--- src/hdl/btndb_pkg.sv ---
// Shared types and constants for the three-key debounce / click / hold block.
// No dependencies; used by the key, event and top-level modules by scoped names.
`default_nettype none

package btndb_pkg;

  // Stable-level change seen by one key debouncer
  typedef enum logic [1:0] {
    EDGE_NO   = 2'd0,
    EDGE_DOWN = 2'd1,
    EDGE_UP   = 2'd2
  } key_edge_t;

  // Event codes carried on the result channel
  typedef enum logic [2:0] {
    EV_NONE         = 3'd0,
    EV_UP_CLICK     = 3'd1,
    EV_DOWN_CLICK   = 3'd2,
    EV_HOLD         = 3'd3,
    EV_ACTION_CLICK = 3'd4
  } event_t;

  // Configuration register indexes
  localparam int unsigned CFG_IDX_W = 8;
  localparam logic [CFG_IDX_W-1:0] CFG_DEBOUNCE   = 8'd0;
  localparam logic [CFG_IDX_W-1:0] CFG_LONG_PRESS = 8'd1;

  localparam int unsigned MS_W = 16;
  localparam logic [MS_W-1:0] DEBOUNCE_RST   = 16'd20;
  localparam logic [MS_W-1:0] LONG_PRESS_RST = 16'd600;

  localparam int unsigned NOW_W = 32;

  // Per-item control toward the key and event units
  typedef struct packed {
    logic first;  // first item after reset: capture only
    logic step;   // any later item: full update
  } item_ctl_t;

endpackage

`default_nettype wire

--- src/hdl/btndb_key.sv ---
// One key debouncer: raw level, stable level and last raw change time.
// Depends on btndb_pkg.
`default_nettype none

module btndb_key #(
  parameter int unsigned TIME_BITS = 32
) (
  input  wire logic                        clk,
  input  wire logic                        rst_n,
  input  wire btndb_pkg::item_ctl_t        ctl,
  input  wire logic                        level,
  input  wire logic [TIME_BITS-1:0]        now,
  input  wire logic [btndb_pkg::MS_W-1:0]  settle_ms,
  output btndb_pkg::key_edge_t             key_edge,
  output logic                             stable
);

  localparam int unsigned CMP_W = (TIME_BITS > btndb_pkg::MS_W) ? TIME_BITS : btndb_pkg::MS_W;

  logic                 raw_r, raw_nxt;
  logic                 stable_r, stable_nxt;
  logic [TIME_BITS-1:0] chg_r, chg_nxt;
  logic [TIME_BITS-1:0] held;
  logic                 too_short;

  assign held      = now - chg_nxt;
  assign too_short = CMP_W'(held) < CMP_W'(settle_ms);

  always_comb begin
    raw_nxt    = level;
    chg_nxt    = (ctl.first || (level != raw_r)) ? now : chg_r;
    stable_nxt = stable_r;
    key_edge   = btndb_pkg::EDGE_NO;
    if (ctl.first) begin
      stable_nxt = level;
    end else if ((stable_r != level) && !too_short) begin
      stable_nxt = level;
      key_edge   = level ? btndb_pkg::EDGE_DOWN : btndb_pkg::EDGE_UP;
    end
  end

  // Post-update stable level, seen by the hold logic in the same item
  assign stable = stable_nxt;

  always_ff @(posedge clk) begin
    if (!rst_n) begin
      raw_r    <= 1'b0;
      stable_r <= 1'b0;
      chg_r    <= '0;
    end else if (ctl.first || ctl.step) begin
      raw_r    <= raw_nxt;
      stable_r <= stable_nxt;
      chg_r    <= chg_nxt;
    end
  end

endmodule

`default_nettype wire

--- src/hdl/btndb_evt.sv ---
// Event priority and action-key long-press tracking.
// Depends on btndb_pkg; fed by the three btndb_key debouncers.
`default_nettype none

module btndb_evt #(
  parameter int unsigned TIME_BITS = 32
) (
  input  wire logic                        clk,
  input  wire logic                        rst_n,
  input  wire btndb_pkg::item_ctl_t        ctl,
  input  wire logic [TIME_BITS-1:0]        now,
  input  wire logic [btndb_pkg::MS_W-1:0]  long_press_ms,
  input  wire logic                        action_level,
  input  wire btndb_pkg::key_edge_t        up_edge,
  input  wire btndb_pkg::key_edge_t        down_edge,
  input  wire btndb_pkg::key_edge_t        act_edge,
  input  wire logic                        act_stable,
  output btndb_pkg::event_t                event_res
);

  localparam int unsigned CMP_W = (TIME_BITS > btndb_pkg::MS_W) ? TIME_BITS : btndb_pkg::MS_W;

  logic [TIME_BITS-1:0] hold_start_r, hold_start_nxt;
  logic                 hold_emitted_r, hold_emitted_nxt;
  logic                 armed;
  logic [TIME_BITS-1:0] held;
  logic                 long_enough;

  assign armed       = (act_edge == btndb_pkg::EDGE_DOWN);
  assign held        = now - (armed ? now : hold_start_r);
  assign long_enough = CMP_W'(held) >= CMP_W'(long_press_ms);

  always_comb begin
    hold_start_nxt   = hold_start_r;
    hold_emitted_nxt = hold_emitted_r;
    event_res        = btndb_pkg::EV_NONE;
    if (ctl.first) begin
      hold_start_nxt   = now;
      hold_emitted_nxt = action_level;
    end else if (up_edge == btndb_pkg::EDGE_DOWN) begin
      event_res = btndb_pkg::EV_UP_CLICK;
    end else if (down_edge == btndb_pkg::EDGE_DOWN) begin
      event_res = btndb_pkg::EV_DOWN_CLICK;
    end else begin
      // re-arm the hold timer on a fresh action press
      if (armed) begin
        hold_start_nxt   = now;
        hold_emitted_nxt = 1'b0;
      end
      if (act_stable && !hold_emitted_nxt && long_enough) begin
        hold_emitted_nxt = 1'b1;
        event_res        = btndb_pkg::EV_HOLD;
      end else if ((act_edge == btndb_pkg::EDGE_UP) && !hold_emitted_nxt) begin
        event_res = btndb_pkg::EV_ACTION_CLICK;
      end
    end
  end

  always_ff @(posedge clk) begin
    if (!rst_n) begin
      hold_start_r   <= '0;
      hold_emitted_r <= 1'b0;
    end else if (ctl.first || ctl.step) begin
      hold_start_r   <= hold_start_nxt;
      hold_emitted_r <= hold_emitted_nxt;
    end
  end

endmodule

`default_nettype wire

--- src/hdl/button_debounce_click_hold.sv ---
// Top level: three-key debouncer with up/down clicks and action click/hold.
// Depends on btndb_pkg, btndb_key and btndb_evt.
//
//   channel  direction  handshake              payload
//   in_      slave      in_tvalid / in_tready   in_tdata[39:0]
//   out_     master     out_tvalid / out_tready out_tdata[7:0]
//   cfg_     slave      cfg_valid / cfg_ready   cfg_index[7:0], cfg_data[15:0]
//
// One item per cycle sustained while out_tready is high; results come from the result register.
// Work is done while an item moves from the input register to the result register.
// The first item after reset only loads key state and yields no result.
// A stalled result holds; the input register still takes one item meanwhile.
// Reset is synchronous, active low, and clears all key and hold state.
`default_nettype none

module button_debounce_click_hold #(
  parameter int unsigned TIME_BITS = 32
) (
  input  wire logic        clk,
  input  wire logic        rst_n,
  input  wire logic        in_tvalid,
  output logic             in_tready,
  // [31:0] now_ms, [32] up_pressed, [33] down_pressed, [34] action_pressed, [39:35] zero
  input  wire logic [39:0] in_tdata,
  output logic             out_tvalid,
  input  wire logic        out_tready,
  // [2:0] event_res, [7:3] zero
  output logic [7:0]       out_tdata,
  input  wire logic        cfg_valid,
  output logic             cfg_ready,
  input  wire logic [btndb_pkg::CFG_IDX_W-1:0] cfg_index,
  input  wire logic [btndb_pkg::MS_W-1:0]      cfg_data
);

  localparam int unsigned NKEY = 3;

  logic [btndb_pkg::MS_W-1:0] debounce_r;
  logic [btndb_pkg::MS_W-1:0] long_press_r;

  logic                          s1_valid_r;
  logic [btndb_pkg::NOW_W-1:0]   s1_now_r;
  logic [NKEY-1:0]               s1_lvl_r;
  logic                          started_r;
  logic                          out_valid_r;
  btndb_pkg::event_t             out_event_r;

  logic                          fire;
  btndb_pkg::item_ctl_t          ctl;
  logic [TIME_BITS-1:0]          now_t;
  btndb_pkg::key_edge_t          key_edge [NKEY];
  logic [NKEY-1:0]               key_stable;
  btndb_pkg::event_t             event_nxt;

  assign cfg_ready = 1'b1;

  always_ff @(posedge clk) begin
    if (!rst_n) begin
      debounce_r   <= btndb_pkg::DEBOUNCE_RST;
      long_press_r <= btndb_pkg::LONG_PRESS_RST;
    end else if (cfg_valid) begin
      unique case (cfg_index)
        btndb_pkg::CFG_DEBOUNCE:   debounce_r   <= cfg_data;
        btndb_pkg::CFG_LONG_PRESS: long_press_r <= cfg_data;
        default: ;
      endcase
    end
  end

  // Advance the input register into the result register when the result slot frees
  assign fire      = s1_valid_r && (!out_valid_r || out_tready);
  assign in_tready = !s1_valid_r || fire;
  assign ctl       = {fire && !started_r, fire && started_r};

  generate
    if (TIME_BITS >= btndb_pkg::NOW_W) begin : g_ext
      assign now_t = {{(TIME_BITS - btndb_pkg::NOW_W){1'b0}}, s1_now_r};
    end else begin : g_trunc
      assign now_t = s1_now_r[TIME_BITS-1:0];
    end
  endgenerate

  always_ff @(posedge clk) begin
    if (in_tvalid && in_tready) begin
      s1_now_r <= in_tdata[31:0];
      s1_lvl_r <= in_tdata[34:32];
    end
  end

  for (genvar k = 0; k < NKEY; k++) begin : g_key
    btndb_key #(.TIME_BITS(TIME_BITS)) u_key (
      .clk         (clk),
      .rst_n       (rst_n),
      .ctl         (ctl),
      .level       (s1_lvl_r[k]),
      .now         (now_t),
      .settle_ms   (debounce_r),
      .key_edge    (key_edge[k]),
      .stable      (key_stable[k])
    );
  end

  btndb_evt #(.TIME_BITS(TIME_BITS)) u_evt (
    .clk           (clk),
    .rst_n         (rst_n),
    .ctl           (ctl),
    .now           (now_t),
    .long_press_ms (long_press_r),
    .action_level  (s1_lvl_r[2]),
    .up_edge       (key_edge[0]),
    .down_edge     (key_edge[1]),
    .act_edge      (key_edge[2]),
    .act_stable    (key_stable[2]),
    .event_res     (event_nxt)
  );

  always_ff @(posedge clk) begin
    if (!rst_n) begin
      s1_valid_r  <= 1'b0;
      started_r   <= 1'b0;
      out_valid_r <= 1'b0;
    end else begin
      if (in_tvalid && in_tready) begin
        s1_valid_r <= 1'b1;
      end else if (fire) begin
        s1_valid_r <= 1'b0;
      end
      if (fire) begin
        started_r   <= 1'b1;
        out_valid_r <= started_r;
      end else if (out_tready) begin
        out_valid_r <= 1'b0;
      end
    end
  end

  always_ff @(posedge clk) begin
    if (ctl.step) begin
      out_event_r <= event_nxt;
    end
  end

  assign out_tvalid = out_valid_r;
  assign out_tdata  = {5'b0, out_event_r};

endmodule

`default_nettype wire

--- config.mk ---
export PLATFORM = sky130hd
export DESIGN_NAME = button_debounce_click_hold
export DESIGN_NICKNAME = d
export VERILOG_FILES = /design/src/hdl/btndb_pkg.sv /design/src/hdl/btndb_key.sv /design/src/hdl/btndb_evt.sv /design/src/hdl/button_debounce_click_hold.sv
export SDC_FILE = /design/constraint.sdc
export NUM_CORES = 1
export LEC_CHECK = 0
export BUFFER_PORTS_ARGS = -buffer_cell sky130_fd_sc_hd__buf_4
export CAP_MARGIN = 10
export CORE_AREA = 2 2 187 281
export DETAILED_ROUTE_END_ITERATION = 8
export DIE_AREA = 0 0 189 283
export PLACE_DENSITY_LB_ADDON = 0.25
export SYNTH_ARGS = -nofsm -noshare
export SYNTH_HDL_FRONTEND = slang
export SYNTH_HIERARCHICAL = 1
export SYNTH_SLANG_ARGS = --single-unit
--- constraint.sdc ---
create_clock -name clk -period 17 [get_ports clk]
set_input_delay 1.7 -clock clk [delete_from_list [all_inputs] [get_ports clk]]
set_output_delay 1.7 -clock clk [all_outputs]
set_load 0.05 [all_outputs]
==> metrics.txt <==
# TYPE chip_impl_metric gauge
chip_impl_metric{name="holdBufCountCts",unit=""} 0
chip_impl_metric{name="pwr_density_cell",unit="nW/um2"} 86.9
chip_impl_metric{name="cpPeakStageDelay",unit="ns"} 0.52
chip_impl_metric{name="antenna_found_initial",unit=""} 0
chip_impl_metric{name="finalWeightedCongestion",unit=""} 0.949
chip_impl_info{name="timing.critical_path.max_delay_family",value="compound AO/OA/AOI/OAI gates"} 1
chip_impl_metric{name="die_w",unit="um"} 189
chip_impl_metric{name="global_route.usage.total",unit="%"} 24.2
chip_impl_metric{name="timing.hold.ws",unit="ns"} 0.459
chip_impl_metric{name="post_dp_cell_area",unit="um2"} 21200
chip_impl_info{name="regToRegEndpoint",value="out_event_r[0]"} 1
chip_impl_metric{name="setup.reg_to_reg.worst_slack",unit="ns"} 5.59
chip_impl_metric{name="timing.final.hold_violations",unit=""} 0
chip_impl_metric{name="postLayoutSetupSlackWorst",unit="ns"} 4.66
chip_impl_metric{name="layout.nets",unit=""} 2796
chip_impl_info{name="worst_hold_path_type",value="reg -> reg"} 1
chip_impl_info{name="cts.root.buffer_cell",value="clkbuf_16"} 1
chip_impl_metric{name="crit_cells",unit=""} 46
chip_impl_metric{name="cts_made_buffers",unit=""} 25
chip_impl_metric{name="crit_path_max_fanout",unit=""} 32
chip_impl_metric{name="insertedDiodeCount",unit=""} 0
chip_impl_metric{name="port_buffers",unit=""} 68
chip_impl_metric{name="remaining_drc_errors",unit=""} 0
chip_impl_metric{name="floorplan.initialDensity",unit="%"} 39.6
chip_impl_metric{name="global_route.overflow_total",unit=""} 0
chip_impl_info{name="cp_slowest_cell",value="a2111oi_0"} 1
chip_impl_metric{name="cts-htree-levels",unit=""} 1
chip_impl_metric{name="drt-initial-drc-count",unit=""} 989
chip_impl_metric{name="yosys_warnings",unit=""} 6
chip_impl_metric{name="period_needed",unit="ns"} 12.34
chip_impl_metric{name="max_cap_viol_count",unit=""} 0
chip_impl_metric{name="synthesis.area_per_instance",unit="um2"} 7.81
chip_impl_metric{name="placeableCoreArea",unit="um2"} 51200
chip_impl_metric{name="dieArea",unit="um2"} 53500
chip_impl_metric{name="num_vias",unit=""} 19471
chip_impl_metric{name="synth.cell_area",unit="um2"} 20300
chip_impl_metric{name="tightest_pin_transition",unit="ns"} 1.09
chip_impl_metric{name="combinational_fraction_of_design_power",unit="%"} 41.3
chip_impl_metric{name="first_pass_grt_wire_length",unit="um"} 103000
chip_impl_metric{name="cp_data_arrival_time",unit="ns"} 12.61
chip_impl_info{name="crit_top_cell",value="ha_1"} 1
chip_impl_metric{name="path_clk_slew",unit="ns"} 0.06
chip_impl_metric{name="clk_latency",unit="ns"} 0.55
chip_impl_metric{name="worst_ep_required_time",unit="ns"} 17.28
chip_impl_metric{name="nFillCells",unit=""} 5192
chip_impl_metric{name="sequential_cell_area",unit="um2"} 4540
chip_impl_metric{name="number_of_sinks_on_the_clock_net",unit=""} 208
chip_impl_metric{name="drt_pre_antenna_iters",unit=""} 5
chip_impl_metric{name="period_share",unit="%"} 72.6
chip_impl_info{name="reg2reg_from",value="out_tvalid"} 1
chip_impl_metric{name="fmaxAchievable",unit="MHz"} 81.1
chip_impl_metric{name="worst_r2r_path_depth",unit=""} 45
chip_impl_metric{name="clkPwrFrac",unit="%"} 29.3
chip_impl_info{name="run_status",value="finished clean"} 1
chip_impl_metric{name="drive_above_1_share",unit="%"} 8.69
chip_impl_metric{name="tns",unit="ns"} 0
chip_impl_metric{name="drv_slew",unit=""} 0
chip_impl_metric{name="ant_nets",unit=""} 0
chip_impl_metric{name="pre_cts_ws",unit="ns"} 4.16
chip_impl_info{name="end_kind",value="flop"} 1
chip_impl_metric{name="cp_num_buf_inv",unit=""} 4
chip_impl_metric{name="grt_max_degree",unit=""} 79
chip_impl_metric{name="net_switching_power_of_the_design",unit="W"} 0.000747
chip_impl_metric{name="setup_violations",unit=""} 0
chip_impl_metric{name="internal_power",unit="W"} 0.00117
chip_impl_metric{name="top_level_ports",unit=""} 80
chip_impl_metric{name="clock-skew-final",unit="ns"} 0.0209
chip_impl_metric{name="power.ir.vdd_worst",unit="mV"} 0.0728
chip_impl_info{name="min-delay-start",value="long_press_r[10]"} 1
chip_impl_metric{name="synthCells",unit=""} 2594
chip_impl_metric{name="dp_hpwl",unit="um"} 52400
chip_impl_metric{name="cts_repair_resize_count",unit=""} 0
chip_impl_metric{name="wl",unit="um"} 66600
chip_impl_metric{name="die_height",unit="um"} 283
chip_impl_metric{name="multi_input_comb_area",unit="um2"} 14600
chip_impl_metric{name="detail_route.vias_per_cell",unit=""} 5.94
chip_impl_info{name="worstHoldEndpoint",value="long_press_r[10]"} 1
chip_impl_metric{name="number_of_global_route_vias_before_repair",unit=""} 19136
chip_impl_metric{name="synthToLayoutAreaGrowth",unit="%"} 8.66
chip_impl_metric{name="std_cell_rows",unit=""} 102
chip_impl_metric{name="min_path_cells",unit=""} 2
chip_impl_info{name="rsz_0062_raised_after_global_routing",value="no"} 1
chip_impl_metric{name="max-slew-margin-rel",unit="%"} 27.0
chip_impl_metric{name="switching_share",unit="%"} 39.1
chip_impl_metric{name="design_area",unit="um2"} 22000
chip_impl_metric{name="totalPowerFinal",unit="W"} 0.00191
chip_impl_metric{name="postCtsSetupRepairBufs",unit=""} 0
chip_impl_metric{name="clk_path_buf_depth",unit=""} 3
chip_impl_metric{name="power.static_leakage",unit="nW"} 9.14
chip_impl_info{name="cts_tree",value="yes"} 1
chip_impl_metric{name="pwr-share-seq",unit="%"} 29.4
chip_impl_info{name="critical_path_start_end_classification",value="in -> reg"} 1
chip_impl_info{name="crit_path_start_kind",value="input pin"} 1
chip_impl_metric{name="wl_per_cell",unit="um"} 20.3
cell usage in the layout (no fill, tap or decap), drive strengths merged, types with 23 or more instances in the layout:
cell,count
xor2,39
dfxtp,170
ha,145
nor2b,58
o31ai,28
nand2,373
nor2,143
nor3,43
nand4,54
nand2b,61
clkbuf,33
o211a,61
a21oi,152
a21o,50
and2,34
xnor2,59
o21ai,127
mux2i,114
and3,23
a31oi,34
inv,134
o211ai,24
a21boi,88
edfxtp,38
nand3,57
a211oi,29
buf,88
power by group through the flow:
| stage | Clock (W) | Sequential (W) | Combinational (W) |
|---|---|---|---|
| 3_5_place_dp | 0 | 0.000573 | 0.000780 |
| 5_1_grt | 0.000595 | 0.000567 | 0.000869 |
| 6_report | 0.000561 | 0.000563 | 0.000790 |
| 2_1_floorplan | 0 | 0.000564 | 0.000586 |
| 3_3_place_gp | 0 | 0.000572 | 0.000771 |
| 4_1_cts | 0.000576 | 0.000562 | 0.000784 |
worst max path at each step:
stage | startpoint | slack (ns) | end
5_1_grt | out_tready | 3.81 | out_event_r[0]
2_1_floorplan | out_tready | 5.29 | out_event_r[0]
6_report | out_tready | 4.66 | out_event_r[0]
4_1_cts | out_tready | 4.69 | out_event_r[0]
3_3_place_gp | out_tready | 4.28 | out_event_r[0]
3_5_place_dp | out_tready | 4.16 | out_event_r[0]
routing by layer:
metal | wire (um) | global-route usage, %
met1 | 24800 | 25.1
met2 | 35200 | 46.3
met3 | 2170 | 1.96
met4 | 4470 | 14.9
met5 | 0 | 0
through the flow:
stage | cells | utilization (%)
after global routing | 3276 | 43.0
after CTS | 3276 | 43.0
after global placement | 3231 | 41.4
after floorplan | 2598 | -
final | 3276 | 43.0
after detailed placement | 3231 | 41.4
registers in the layout, summed over array words and instances, names as in the netlist:
name,flops
g_key.u_key/chg_r,96
now_t,32
u_evt/hold_start_r,32
debounce_r,16
long_press_r,16
g_key.u_key/raw_r,3
g_key.u_key/stable_r,3
out_event_r,3
s1_lvl_r,3
out_tvalid,1
s1_valid_r,1
started_r,1
u_evt/hold_emitted_r,1
final cells by class:
type / instances / area share, %
Clock buffer: 33 / 3.26
Clock inverter: 12 / 0.591
Inverter: 131 / 2.23
Multi-Input combinational cell: 2128 / 66.4
Sequential cell: 208 / 20.6
Tap cell: 676 / 3.84
Timing Repair Buffer: 88 / 3.02
worst reg2reg max path: cells and delay by family, from the launching register on:
kind	cells	cell delay, ns
AOI/OAI and AO/OA	16	4.65
buffers and inverters	3	0.65
adders and majority gates	6	1.53
and+or+nand+nor	18	3.71
DFF	1	0.33
xor gates and xnor gates	2	0.26
No activity file was read; power rests on OpenSTA's default activity.
